==> src/design/spwc_pkg.sv <==
// shared types, widths and constants of the speed pi window control block
// no dependencies; imported by every module of the block
package spwc_pkg;

	// field widths
	localparam int SPEED_W = 12;
	localparam int ERR_W   = 13;
	localparam int FILT_W  = 24;
	localparam int OUTV_W  = 40;
	localparam int GAIN_W  = 16;
	localparam int SLOT_W  = 4;
	localparam int DRIVE_W = 11;

	// default sizes
	localparam int WINDOW_LEN_DEF   = 20;
	localparam int SMOOTH_STEPS_DEF = 10;

	// fixed point constants
	localparam int FILT_TAKE   = 154;
	localparam int FILT_KEEP   = 870;
	localparam int FILT_SHIFT  = 10;
	localparam int ERR_SHIFT   = 11;
	localparam int DRIVE_LIMIT = 600;
	localparam int DRIVE_SCALE = 256;

	// shared multiplier and divider sizes
	localparam int MUL_A_W = OUTV_W;
	localparam int MUL_B_W = GAIN_W + 1;
	localparam int QUO_W   = $clog2(DRIVE_LIMIT + 1);

	// configuration port
	localparam int CFG_IDX_W  = 1;
	localparam int CFG_DATA_W = GAIN_W;
	localparam logic [CFG_IDX_W-1:0] CFG_PROP_GAIN     = CFG_IDX_W'(0);
	localparam logic [CFG_IDX_W-1:0] CFG_INTEGRAL_GAIN = CFG_IDX_W'(1);
	localparam logic [GAIN_W-1:0]    PROP_GAIN_RST     = GAIN_W'(256);
	localparam logic [GAIN_W-1:0]    INTEGRAL_GAIN_RST = GAIN_W'(0);

	// operation codes
	localparam logic OP_CONTROL = 1'b0;
	localparam logic OP_TICK    = 1'b1;

	// magnitude width of an unclipped smoothed value
	function automatic int mag_width(input int steps);
		return $clog2(DRIVE_LIMIT * steps * DRIVE_SCALE + 1);
	endfunction

	typedef struct packed {
		logic                      operation;
		logic signed [SPEED_W-1:0] measured_speed;
		logic signed [SPEED_W-1:0] target_speed;
		logic                      clear_history;
		logic [SLOT_W-1:0]         slot_index;
	} in_item_t;

	typedef struct packed {
		logic signed [DRIVE_W-1:0] drive;
		logic                      saturated;
	} out_item_t;

	// multiply-accumulate command
	typedef struct packed {
		logic issue;
		logic first;
	} mac_cmd_t;

	// error window command
	typedef struct packed {
		logic upd;
		logic clr;
	} ring_cmd_t;

endpackage

==> src/design/spwc_mac.sv <==
// shared multiply-accumulate unit: registered product, then accumulate
// depends on spwc_pkg
module spwc_mac import spwc_pkg::*; #(
	parameter int ACC_W = OUTV_W + 5
) (
	input  logic                      clk,
	input  logic                      arst_n,
	input  mac_cmd_t                  cmd,
	input  logic signed [MUL_A_W-1:0] a,
	input  logic signed [MUL_B_W-1:0] b,
	output logic signed [ACC_W-1:0]   acc
);

	logic signed [MUL_A_W+MUL_B_W-1:0] prod_full;
	logic signed [ACC_W-1:0]           prod_s1;
	logic                              issue_s1;
	logic                              first_s1;
	logic signed [ACC_W-1:0]           acc_q;

	assign prod_full = a * b;
	assign acc       = acc_q;

	// product register
	always_ff @(posedge clk) begin
		prod_s1 <= prod_full[ACC_W-1:0];
	end

	// accumulate stage
	always_ff @(posedge clk or negedge arst_n) begin
		if (!arst_n) begin
			issue_s1 <= 1'b0;
			first_s1 <= 1'b0;
			acc_q    <= '0;
		end else begin
			issue_s1 <= cmd.issue;
			first_s1 <= cmd.first;
			if (issue_s1) begin
				acc_q <= (first_s1 ? ACC_W'(0) : acc_q) + prod_s1;
			end
		end
	end

endmodule

==> src/design/spwc_ring.sv <==
// error window: ring memory of recent errors with valid bits and running sum
// depends on spwc_pkg
module spwc_ring import spwc_pkg::*; #(
	parameter int WINDOW_LEN = WINDOW_LEN_DEF,
	localparam int PTR_W = $clog2(WINDOW_LEN),
	localparam int SUM_W = ERR_W + $clog2(WINDOW_LEN)
) (
	input  logic                    clk,
	input  logic                    arst_n,
	input  ring_cmd_t               cmd,
	input  logic signed [ERR_W-1:0] err,
	output logic signed [SUM_W-1:0] sum
);

	logic [ERR_W-1:0]        ring_mem_q [WINDOW_LEN];
	logic signed [ERR_W-1:0] rd_q;
	logic [WINDOW_LEN-1:0]   valid_q;
	logic [PTR_W-1:0]        ptr_q;
	logic signed [SUM_W-1:0] sum_q;
	logic signed [ERR_W-1:0] oldest;
	logic signed [SUM_W-1:0] base;
	logic [WINDOW_LEN-1:0]   slot_bit;

	assign sum = sum_q;

	// entry leaving the window reads as zero when never written or cleared
	assign oldest   = (valid_q[ptr_q] && !cmd.clr) ? rd_q : ERR_W'(0);
	assign base     = cmd.clr ? SUM_W'(0) : sum_q;
	assign slot_bit = WINDOW_LEN'(1) << ptr_q;

	// ring memory, registered read at the write pointer
	always_ff @(posedge clk) begin
		if (cmd.upd) begin
			ring_mem_q[ptr_q] <= err;
		end
		rd_q <= ring_mem_q[ptr_q];
	end

	// pointer, valid bits and running sum
	always_ff @(posedge clk or negedge arst_n) begin
		if (!arst_n) begin
			valid_q <= '0;
			ptr_q   <= '0;
			sum_q   <= '0;
		end else if (cmd.upd) begin
			valid_q <= (cmd.clr ? WINDOW_LEN'(0) : valid_q) | slot_bit;
			sum_q   <= base - SUM_W'(oldest) + SUM_W'(err);
			ptr_q   <= (ptr_q == PTR_W'(WINDOW_LEN - 1)) ? PTR_W'(0) : ptr_q + PTR_W'(1);
		end
	end

endmodule

==> src/design/spwc_div.sv <==
// divider by the constant smoothing scale: drop the drive scale, then multiply by a reciprocal
// depends on spwc_pkg
module spwc_div import spwc_pkg::*; #(
	parameter int SMOOTH_STEPS = SMOOTH_STEPS_DEF,
	localparam int MAG_W = mag_width(SMOOTH_STEPS)
) (
	input  logic             clk,
	input  logic             arst_n,
	input  logic             start,
	input  logic [MAG_W-1:0] dividend,
	output logic             done,
	output logic [QUO_W-1:0] quotient
);

	// floor(x / S) == (x * ceil(2^(X_W+L) / S)) >> (X_W+L) for every x below 2^X_W
	localparam int SCALE_SH = $clog2(DRIVE_SCALE);
	localparam int X_W      = MAG_W - SCALE_SH;
	localparam int RCP_SH   = X_W + $clog2(SMOOTH_STEPS);
	localparam int RCP_W    = X_W + 1;
	localparam int PROD_W   = X_W + RCP_W;
	localparam logic [RCP_W-1:0] RCP =
		RCP_W'(((1 << RCP_SH) + SMOOTH_STEPS - 1) / SMOOTH_STEPS);

	logic [X_W-1:0]    x_q;
	logic [PROD_W-1:0] prod;
	logic [QUO_W-1:0]  quo_q;
	logic              busy_q;
	logic              done_q;

	assign prod     = PROD_W'(x_q) * PROD_W'(RCP);
	assign done     = done_q;
	assign quotient = quo_q;

	// datapath: magnitude with the drive scale shifted out, then reciprocal product
	always_ff @(posedge clk) begin
		if (start) begin
			x_q <= dividend[MAG_W-1:SCALE_SH];
		end
		if (busy_q) begin
			quo_q <= prod[RCP_SH +: QUO_W];
		end
	end

	// busy for one cycle, then a done strobe
	always_ff @(posedge clk or negedge arst_n) begin
		if (!arst_n) begin
			busy_q <= 1'b0;
			done_q <= 1'b0;
		end else begin
			busy_q <= start;
			done_q <= busy_q;
		end
	end

endmodule

==> src/design/speed_pi_window_control.sv <==
// Control step: taken, then filter, error, window update and controller output states; the next item follows them.
// Smoothing tick: interpolation on the shared multiply-accumulate unit, then the reciprocal divider
// (skipped when clipped), then the result is registered once the output is free; the next item is
// taken after that.
// One item at a time; a waiting result does not block the next item.
// Asynchronous active-low reset: gains 1.0 and 0, filter, error window and outputs zero.
module speed_pi_window_control import spwc_pkg::*; #(
	parameter int WINDOW_LEN   = WINDOW_LEN_DEF,
	parameter int SMOOTH_STEPS = SMOOTH_STEPS_DEF
) (
	input  logic                  clk,
	input  logic                  arst_n,
	input  logic                  in_valid,
	output logic                  in_stall,
	input  in_item_t              in_item,
	output logic                  out_valid,
	input  logic                  out_stall,
	output out_item_t             out_item,
	input  logic                  cfg_we,
	input  logic [CFG_IDX_W-1:0]  cfg_index,
	input  logic [CFG_DATA_W-1:0] cfg_data
);

	localparam int ACC_W  = OUTV_W + $clog2(SMOOTH_STEPS) + 1;
	localparam int SUM_W  = ERR_W + $clog2(WINDOW_LEN);
	localparam int MAG_W  = mag_width(SMOOTH_STEPS);
	localparam int KC_W   = SLOT_W + 1;
	localparam int DIFF_W = FILT_W + 2;
	localparam int EF_W   = DIFF_W - ERR_SHIFT;
	localparam int FILT_ROUND = 1 << (FILT_SHIFT - 1);
	localparam int ERR_ROUND  = 1 << (ERR_SHIFT - 1);
	localparam logic signed [EF_W-1:0]    EF_MAX = EF_W'((1 << (ERR_W - 1)) - 1);
	localparam logic signed [EF_W-1:0]    EF_MIN = -EF_W'(1 << (ERR_W - 1));
	localparam logic signed [ACC_W-1:0]   LIM    =
		ACC_W'(DRIVE_LIMIT * SMOOTH_STEPS * DRIVE_SCALE);
	localparam logic signed [DRIVE_W-1:0] DRV_LIM = DRIVE_W'(DRIVE_LIMIT);

	typedef enum logic [3:0] {
		ST_IDLE,
		ST_FILT_A,
		ST_FILT_B,
		ST_FILT_W,
		ST_FILT_DONE,
		ST_ERR,
		ST_RING,
		ST_OUT_B,
		ST_OUT_W,
		ST_OUT_DONE,
		ST_TICK_A,
		ST_TICK_B,
		ST_TICK_W,
		ST_TICK_DONE,
		ST_DIV,
		ST_EMIT
	} state_t;

	state_t                    state_q;
	in_item_t                  item_q;
	logic [GAIN_W-1:0]         prop_q;
	logic [GAIN_W-1:0]         igain_q;
	logic signed [FILT_W-1:0]  filt_q;
	logic signed [ERR_W-1:0]   err_q;
	logic signed [OUTV_W-1:0]  new_q;
	logic signed [OUTV_W-1:0]  old_q;
	logic                      over_q;
	logic                      under_q;
	logic                      neg_q;
	out_item_t                 out_q;
	logic                      out_vld_q;

	mac_cmd_t                  mac_cmd;
	logic signed [MUL_A_W-1:0] mul_a;
	logic signed [MUL_B_W-1:0] mul_b;
	logic signed [ACC_W-1:0]   acc;
	ring_cmd_t                 ring_cmd;
	logic signed [SUM_W-1:0]   ring_sum;
	logic                      div_start;
	logic                      div_done;
	logic [QUO_W-1:0]          quo;

	logic [KC_W-1:0]                   kc;
	logic [KC_W-1:0]                   coef_new;
	logic [KC_W-1:0]                   coef_old;
	logic signed [ACC_W-1:0]           filt_round;
	logic signed [FILT_W-1:0]          filt_next;
	logic signed [SPEED_W+ERR_SHIFT-1:0] meas_scaled;
	logic signed [SPEED_W+ERR_SHIFT-1:0] targ_scaled;
	logic signed [DIFF_W-1:0]          diff;
	logic signed [EF_W-1:0]            e_full;
	logic signed [ERR_W-1:0]           err_next;
	logic                              v_over;
	logic                              v_under;
	logic signed [ACC_W-1:0]           v_abs;
	logic signed [DRIVE_W-1:0]         quo_ext;
	logic signed [DRIVE_W-1:0]         drive_next;
	logic                              out_free;

	// configuration registers
	always_ff @(posedge clk or negedge arst_n) begin
		if (!arst_n) begin
			prop_q  <= PROP_GAIN_RST;
			igain_q <= INTEGRAL_GAIN_RST;
		end else if (cfg_we) begin
			unique case (cfg_index)
				CFG_PROP_GAIN:     prop_q  <= cfg_data;
				CFG_INTEGRAL_GAIN: igain_q <= cfg_data;
				default: ;
			endcase
		end
	end

	// smoothing slot, clamped to the last slot
	assign kc = ({1'b0, item_q.slot_index} >= KC_W'(SMOOTH_STEPS)) ?
		KC_W'(SMOOTH_STEPS - 1) : {1'b0, item_q.slot_index};
	assign coef_new = kc + KC_W'(1);
	assign coef_old = KC_W'(SMOOTH_STEPS - 1) - kc;

	// target filter: round and drop the fraction scale of the keep ratio
	assign filt_round = acc + ACC_W'(FILT_ROUND);
	assign filt_next  = filt_round[FILT_SHIFT +: FILT_W];

	// speed error, nearest integer, clipped to the error width
	assign meas_scaled = $signed({item_q.measured_speed, {ERR_SHIFT{1'b0}}});
	assign targ_scaled = $signed({item_q.target_speed, {ERR_SHIFT{1'b0}}});
	assign diff   = DIFF_W'(meas_scaled) - DIFF_W'(filt_q) + DIFF_W'(ERR_ROUND);
	assign e_full = diff[DIFF_W-1:ERR_SHIFT];
	assign err_next = (e_full > EF_MAX) ? EF_MAX[ERR_W-1:0] :
		(e_full < EF_MIN) ? EF_MIN[ERR_W-1:0] : e_full[ERR_W-1:0];

	// smoothed value limit check and magnitude for the divider
	assign v_over  = (acc > LIM);
	assign v_under = (acc < -LIM);
	assign v_abs   = acc[ACC_W-1] ? -acc : acc;

	// result drive value
	assign quo_ext    = $signed(DRIVE_W'(quo));
	assign drive_next = over_q ? DRV_LIM : under_q ? -DRV_LIM : neg_q ? -quo_ext : quo_ext;
	assign out_free   = !out_vld_q || !out_stall;

	// sequencer decode: shared multiplier operands and unit strobes
	always_comb begin
		mac_cmd   = '0;
		mul_a     = '0;
		mul_b     = '0;
		ring_cmd  = '0;
		div_start = 1'b0;
		unique case (state_q)
			ST_FILT_A: begin
				mac_cmd = '{issue: 1'b1, first: 1'b1};
				mul_a   = MUL_A_W'(targ_scaled);
				mul_b   = MUL_B_W'(FILT_TAKE);
			end
			ST_FILT_B: begin
				mac_cmd = '{issue: 1'b1, first: 1'b0};
				mul_a   = MUL_A_W'(filt_q);
				mul_b   = MUL_B_W'(FILT_KEEP);
			end
			ST_RING: begin
				ring_cmd = '{upd: 1'b1, clr: item_q.clear_history};
				mac_cmd  = '{issue: 1'b1, first: 1'b1};
				mul_a    = MUL_A_W'(err_q);
				mul_b    = $signed({1'b0, prop_q});
			end
			ST_OUT_B: begin
				mac_cmd = '{issue: 1'b1, first: 1'b0};
				mul_a   = MUL_A_W'(ring_sum);
				mul_b   = $signed({1'b0, igain_q});
			end
			ST_TICK_A: begin
				mac_cmd = '{issue: 1'b1, first: 1'b1};
				mul_a   = old_q;
				mul_b   = $signed(MUL_B_W'(coef_old));
			end
			ST_TICK_B: begin
				mac_cmd = '{issue: 1'b1, first: 1'b0};
				mul_a   = new_q;
				mul_b   = $signed(MUL_B_W'(coef_new));
			end
			ST_TICK_DONE: begin
				div_start = !(v_over || v_under);
			end
			default: ;
		endcase
	end

	assign in_stall  = (state_q != ST_IDLE);
	assign out_valid = out_vld_q;
	assign out_item  = out_q;

	// sequencer state and registered results
	always_ff @(posedge clk or negedge arst_n) begin
		if (!arst_n) begin
			state_q   <= ST_IDLE;
			filt_q    <= '0;
			new_q     <= '0;
			old_q     <= '0;
			out_vld_q <= 1'b0;
		end else begin
			// taken result transaction leaves, unless a new one is loaded this cycle
			if (out_vld_q && !out_stall && state_q != ST_EMIT) begin
				out_vld_q <= 1'b0;
			end
			unique case (state_q)
				ST_IDLE: begin
					if (in_valid) begin
						item_q  <= in_item;
						state_q <= (in_item.operation == OP_TICK) ? ST_TICK_A : ST_FILT_A;
					end
				end
				ST_FILT_A:    state_q <= ST_FILT_B;
				ST_FILT_B:    state_q <= ST_FILT_W;
				ST_FILT_W:    state_q <= ST_FILT_DONE;
				ST_FILT_DONE: begin
					filt_q  <= filt_next;
					state_q <= ST_ERR;
				end
				ST_ERR: begin
					err_q   <= err_next;
					state_q <= ST_RING;
				end
				ST_RING:  state_q <= ST_OUT_B;
				ST_OUT_B: state_q <= ST_OUT_W;
				ST_OUT_W: state_q <= ST_OUT_DONE;
				ST_OUT_DONE: begin
					old_q   <= new_q;
					new_q   <= acc[OUTV_W-1:0];
					state_q <= ST_IDLE;
				end
				ST_TICK_A: state_q <= ST_TICK_B;
				ST_TICK_B: state_q <= ST_TICK_W;
				ST_TICK_W: state_q <= ST_TICK_DONE;
				ST_TICK_DONE: begin
					over_q  <= v_over;
					under_q <= v_under;
					neg_q   <= acc[ACC_W-1];
					state_q <= (v_over || v_under) ? ST_EMIT : ST_DIV;
				end
				ST_DIV: begin
					if (div_done) begin
						state_q <= ST_EMIT;
					end
				end
				ST_EMIT: begin
					if (out_free) begin
						out_q     <= '{drive: drive_next, saturated: over_q || under_q};
						out_vld_q <= 1'b1;
						state_q   <= ST_IDLE;
					end
				end
			endcase
		end
	end

	spwc_mac #(
		.ACC_W (ACC_W)
	) u_mac (
		.clk    (clk),
		.arst_n (arst_n),
		.cmd    (mac_cmd),
		.a      (mul_a),
		.b      (mul_b),
		.acc    (acc)
	);

	spwc_ring #(
		.WINDOW_LEN (WINDOW_LEN)
	) u_ring (
		.clk    (clk),
		.arst_n (arst_n),
		.cmd    (ring_cmd),
		.err    (err_q),
		.sum    (ring_sum)
	);

	spwc_div #(
		.SMOOTH_STEPS (SMOOTH_STEPS)
	) u_div (
		.clk      (clk),
		.arst_n   (arst_n),
		.start    (div_start),
		.dividend (v_abs[MAG_W-1:0]),
		.done     (div_done),
		.quotient (quo)
	);

endmodule

==> config.mk <==
export PLATFORM = sky130hd
export DESIGN_NAME = speed_pi_window_control
export DESIGN_NICKNAME = d
export VERILOG_FILES = /design/src/design/spwc_pkg.sv /design/src/design/spwc_mac.sv /design/src/design/spwc_ring.sv /design/src/design/spwc_div.sv /design/src/design/speed_pi_window_control.sv
export SDC_FILE = /design/constraint.sdc
export NUM_CORES = 2
export LEC_CHECK = 0
export BUFFER_PORTS_ARGS = -buffer_cell sky130_fd_sc_hd__buf_2
export CORE_MARGIN = 1.5
export CORE_UTILIZATION = 45
export CTS_BUF_LIST = sky130_fd_sc_hd__clkbuf_4 sky130_fd_sc_hd__clkbuf_8
export CTS_CLUSTER_DIAMETER = 50
export CTS_CLUSTER_SIZE = 12
export DETAILED_ROUTE_END_ITERATION = 8
export GPL_TIMING_DRIVEN = 0
export PLACE_DENSITY_LB_ADDON = 0.15
export SYNTH_ARGS = -nofsm -noshare
export SYNTH_HDL_FRONTEND = slang
export SYNTH_SLANG_ARGS = --single-unit
export TNS_END_PERCENT = 50
==> constraint.sdc <==
create_clock -name clk -period 25.3 [get_ports clk]
set_clock_uncertainty 0.05 [all_clocks]
set_input_delay 5.06 -clock clk [delete_from_list [all_inputs] [get_ports clk]]
set_output_delay 5.06 -clock clk [all_outputs]
set_load 0.005 [all_outputs]
After elaboration in Yosys (flattened, before gate mapping)
Memories as Yosys holds them, arrays and structs flattened. A register that Yosys moved wholly into a read port is not among the register bits.
Index checks and enable logic that the tools add are counted.

storage, ports and cells
  register bits after elaboration = 358
  memory bits (writable) = 260
  bits of input ports = 52
  output and inout bits = 14
  logic and storage cells = 122
  memories kept = 1

operators by class
  $add $sub $neg = 11
  multipliers = 2
  $lt $le $gt $ge = 6
  equal/unequal tests = 20
  shifts and indexed selects = 1
  mux-type cells = 28
  bitwise operators = 2
  reductions and logical operators = 22

memories
  name               words  width  read ports  clocked after memory_dff  write ports  RTL line         source
  u_ring.ring_mem_q  20     13     1           1                         1            spwc_ring.sv:15  logic [ERR_W-1:0] ring_mem_q [WINDOW_LEN];

operators with widths
  kind                                                  count
  one-hot mux 40 bit (6 select lines)                   1
  one-hot mux 16 bit (6 select lines)                   1
  one-hot mux 4 bit (16 select lines)                   1
  adder 45 bit                                          1
  > comparator 45 x 22 -> 1 bit, second input constant  1
  < comparator 45 x 22 -> 1 bit, second input constant  1
  multiplier 40 x 17 -> 45 bit                          1
  two-way mux 45 bit                                    1
  adder 34 x 11 -> 34 bit, second input constant        1
  equality test 4 bit, second input constant            8
  adder 25 x 12 -> 26 bit, second input constant        1
  two-way mux 13 bit                                    2
  multiplier 13 x 12 -> 25 bit, second input constant   1
  subtractor 23 x 24 -> 25 bit                          1
  two-way mux 11 bit                                    2
  two-way mux 21 bit                                    1
  negation 21 bit                                       1
  two-way mux 20 bit                                    1
  two-way mux 4 bit                                     5
  OR 20 bit                                             1
  << shifter 1 x 5 -> 20 bit, first input constant      1
  adder 18 x 13 -> 18 bit                               1
  two-way mux 18 bit                                    1
  subtractor 18 x 13 -> 18 bit                          1
  other kinds (30)                                      55

Longest topological paths before layout
  depth after elaboration = 7
  mapped depth = 33

By module
A second synthesis with hierarchy kept.

second synthesis, totals
  cell total of the unflattened synthesis = 4898
  area, all modules = 52500.4 µm²

by module, submodules not included
  module                   times used  cells each  area each (µm²)  sequential area each (µm²)
  spwc_mac                 1           2757        24501.0          2077.0
  spwc_ring                1           850         13765.7          9143.8
  speed_pi_window_control  1           958         10628.9          5241.3
  spwc_div                 1           333         3604.7           740.7

Least setup slack after synthesis
No wires, ideal clock.

  kind = flip-flop to flip-flop
  start = reg err_q[12]
  end = reg u_mac.prod_s1[44]
  arrival = 7.858 ns
  data required time = 25.129 ns
  setup slack = 17.270 ns
  stages on the path, launching flop included = 29
  path buffers = 2
  period minus slack after synthesis = 8.030 ns
  path through = edfxtp_1 -> inv_1 -> or4b_2 -> clkbuf_1 -> nand4_1 -> clkbuf_1 -> nand2_1 -> fa_1 -> inv_1 -> fa_1 -> inv_1 -> fa_1 -> inv_1 -> fa_1 -> fa_1 -> inv_1 -> fa_1 -> inv_1 -> ha_1 -> and2_4 -> a221o_1 -> a221o_1 -> nor4b_2 -> nor3_1 -> o31ai_2 -> nand2_1 -> a31o_1 -> a31oi_1 -> xnor2_1

between the ends
  longest elaborated chain between the ends = 2

ends and longest elaborated chain
  item                                 RTL line                        source
  start: declaration                   speed_pi_window_control.sv:62   logic signed [ERR_W-1:0] err_q;
  start signal: assignment             speed_pi_window_control.sv:218  err_q <= err_next;
  one-hot mux 40 bit (6 select lines)  speed_pi_window_control.sv:147  unique case (state_q)
  multiplier 40 x 17 -> 45 bit         spwc_mac.sv:20                  assign prod_full = a * b;
  via u_mac.prod_full[44]              spwc_mac.sv:14                  logic signed [MUL_A_W+MUL_B_W-1:0] prod_full;
  end signal: assignment               spwc_mac.sv:25                  prod_s1 <= prod_full[ACC_W-1:0];
  end: declaration                     spwc_mac.sv:15                  logic signed [ACC_W-1:0] prod_s1;

The timed path passes the listed nets, and every way through them passes these cells.
A chain may end at the register's enable or synchronous reset.

Worst setup path in the final report
  start = reg state_q[1]
  end = reg u_mac.prod_s1[44]

between the ends
  longest elaborated chain between the ends = 3
  elaborated cells between the ends (all ways) = 9
  classes of those cells = 1 x mul; 6 x eq/ne; 2 x mux

ends and longest elaborated chain
  item                                                                                        RTL line                        source
  start: declaration                                                                          speed_pi_window_control.sv:57   state_t state_q;
  start signal: assignment                                                                    speed_pi_window_control.sv:207  state_q <= (in_item.operation == OP_TICK) ? ST_TICK_A : ST_FILT_A;
  start signal: assignment                                                                    speed_pi_window_control.sv:236  state_q <= (v_over || v_under) ? ST_EMIT : ST_DIV;
  equality test 4 bit, or another cell as far along                                           speed_pi_window_control.sv:147
  one-hot mux 40 bit (6 select lines) or one-hot mux 16 bit (6 select lines) (tied branches)  speed_pi_window_control.sv:147
  multiplier 40 x 17 -> 45 bit (*)                                                            spwc_mac.sv:20
  via u_mac.prod_full[44]                                                                     spwc_mac.sv:14

The timed path passes the listed nets; every way through them passes the cells marked *.

==> impl_metrics.tcl <==
set metrics [dict create \
    cp-end-kind "flop" \
    ys_seq_area_share_pct 34.3 \
    num-nets-final 5733 \
    cts_max_path_buffers 3 \
    slew_headroom_pct 3.81 \
    dr.pass1.iters 5 \
    cp.buffers_inverters 10 \
    cts_max_level 3 \
    dp_slack_ns 14.67 \
    wire_per_inst_um 22.1 \
    async_flop_share_pct 36.9 \
    core_um2 111000 \
    required_ns 25.85 \
    cts_tree "done" \
    power_switching_mw 3.36 \
    r2r_cells 32 \
    pwr-share-clk_pct 12.8 \
    die_area_um2 114000 \
    post_cts_resized 0 \
    clk_pin_slew_ns 0.08 \
    crit_cells 32 \
    post-route-drc-count 0 \
    post_cts_buffers 0 \
    reg2reg_from "state_q[1]" \
    syn2layout_area_growth_pct 8.37 \
    sw_frac_of_total_pct 49.6 \
    overflow 0 \
    numCtsBuffers 78 \
    synth-seq-cells 631 \
    grt_start_max_net_pins 103 \
    power_density_nw_per_um2 124 \
    hold_class "flop to flop" \
    yosys_most_used_dff "edfxtp_1" \
    ctsHoldBuffers 0 \
    slowest_stage "nor2_1" \
    routed_via_density 5.39 \
    maxCapViolCount 0 \
    path_max_fanout 10 \
    grt_first_pass_wirelength_um 217000 \
    vias 34500 \
    die_w_um 337 \
    ios 66 \
    critPathMostFrequentCell "fa_1" \
    cpPeakStageDelay_ns 0.61 \
    synth_nets 5581 \
    dp_hpwl_um 114000 \
    die_y_um 337 \
    worst_slack_ns 14.52 \
    design_area_um2 54400 \
    totalWireLength_um 141000 \
    status "completed" \
    fin_crit_sh_pct 42.6 \
    synth_cell_types 91 \
    maxSlewViolCount 0 \
    synth.top_cell.area_share_pct 21.8 \
    fmax_mhz 92.8 \
    syn_area_um2 50200 \
    ys_warn_count 0 \
    grt_usage_pct 25.7 \
    r2r_slack_ns 14.52 \
    critical_path_arrival_ns 11.33 \
    period_minus_slack_ns 10.78 \
    vdd_drop_max_uv 116 \
    p_int_mw 3.41 \
    rsz0062_at_grt "false" \
    hold_ws_ns 0.436 \
    post_dp_cell_area_um2 52500 \
    setup_violations 0 \
    fin_tns_setup_ns 0 \
    stdcell_count 6405 \
    final-hold-violation-count 0 \
    drt_iter0_drc 2599 \
    startpoint "state_q[1]" \
    clk_latency_ns 0.79 \
    antenna_left 0 \
    placed_cells 6257 \
    port-buffer-count 65 \
    root_buffer "clkbuf_8" \
    worstSetupEndpoint "u_mac.prod_s1[44]" \
    startpoint_type "flop" \
    rows 122 \
    synth_cells 4697 \
    clock_sinks 631 \
    path_class "flop to flop" \
    yosysMostFrequentCell "inv_1" \
    critPathTopFamily "adder cells" \
    grt_pass1_vias 35500 \
    leakage_nw 24.7 \
    globalplace.congestion 0.929 \
    start_util_pct 45.3 \
    yosys.area.top_type "fa_1" \
    grt_antenna_before_repair 8 \
    p_comb_share_pct 64.3 \
    synth.area.top_cells "fa_1 22%, edfxtp_1 20%, dfrtp_1 12%, ha_1 7.1%, inv_1 6.8%" \
    synth_edf_count 340 \
    worst_pin_slew_ns 1.44 \
    avgSynthCellArea_um2 10.7 \
    pwr-share-seq_pct 22.9 \
    ys_top_cells_by_count "903 x inv_1, 547 x fa_1, 517 x nand2_1, 340 x edfxtp_1, 307 x nor2_1" \
    drive_gt1_share_pct 10.6 \
    rr_endpoint "u_mac.prod_s1[44]" \
]
[cell usage in the layout (no fill, tap or decap), drive strengths merged, types with 83 or more instances in the layout]
cell	synthesis	routed
ha	285	285
nand2	518	518
a21oi	125	125
edfxtp	340	340
xnor2	128	128
fa	547	547
nor2	310	310
mux4	83	83
o21ai	86	86
clkbuf	152	260
buf	44	116
mux2	157	157
inv	903	919
dfrtp	232	232
[power by group through the flow]
stage	Combinational [mW]	Sequential (mW)	Clock (mW)
finish	4.35	1.55	0.867
detailed placement	4.34	1.57	0
floorplan	3.04	1.46	0
CTS	4.37	1.55	0.886
global placement	4.31	1.56	0
global route	4.83	1.57	0.925
[metal layers]
metal	wire (µm)	track usage (%)	part of all wire, %	vias to the layer above
li1	-	-	-	15600
met1	61400	35.4	43	17700
met2	68500	42.8	48	971
met3	7190	3.27	5.1	210
met4	4290	7.28	3.0	0
met5	0	0	0	-
[through the flow]
| stage | util, % | power [mW] |
|---|---|---|
| floorplan | - | 4.50 |
| global placement | 47.3 | 5.88 |
| detailed placement | 47.5 | 5.91 |
| CTS | 49.1 | 6.81 |
| global route | 49.1 | 7.32 |
| finish | 49.1 | 6.77 |
[kinds of logic after synthesis]
group                      count (synthesis)  synth area share, %
AOI/OAI and AO/OA                        535                 7.30
xor gates and xnor gates                 181                 3.16
adders and majority gates                832                 28.9
buffers and inverters                   1099                 8.31
DFF                                      631                 34.3
muxes                                    249                 7.43
and+or+nand+nor                         1170                 10.6
[registers in the layout (all words and copies together) (netlist names), 18 cells and up]
| signal | count |
|---|---|
| u_ring.ring_mem_q | 260 |
| u_ring.sum | 18 |
| u_mac.acc | 45 |
| old_q | 40 |
| filt_q | 24 |
| new_q | 40 |
| item_q | 29 |
| u_ring.valid_q | 20 |
| u_mac.prod_s1 | 45 |
[how the worst min path moves through the flow]
stage,from,to,cells after the start
floorplan,u_ring.valid_q[10],u_ring.valid_q[10],1
finish,u_ring.valid_q[12],u_ring.valid_q[12],1
detailed placement,u_ring.valid_q[4],u_ring.valid_q[4],1
CTS,u_ring.valid_q[4],u_ring.valid_q[4],1
global placement,u_ring.valid_q[4],u_ring.valid_q[4],1
global route,u_ring.valid_q[9],u_ring.valid_q[9],1
[cell type report]
cell class	count	area, µm²
fill	10200	56300
multi-input combinational	2967	28800
sequential	631	17200
inverter	903	3390
tap	1488	1860
clock buffer	108	1350
buffer	196	782
clock inverter	38	492
timing repair buffer	72	464
antenna	2	5.00
(Power assumes the default switching activity.)
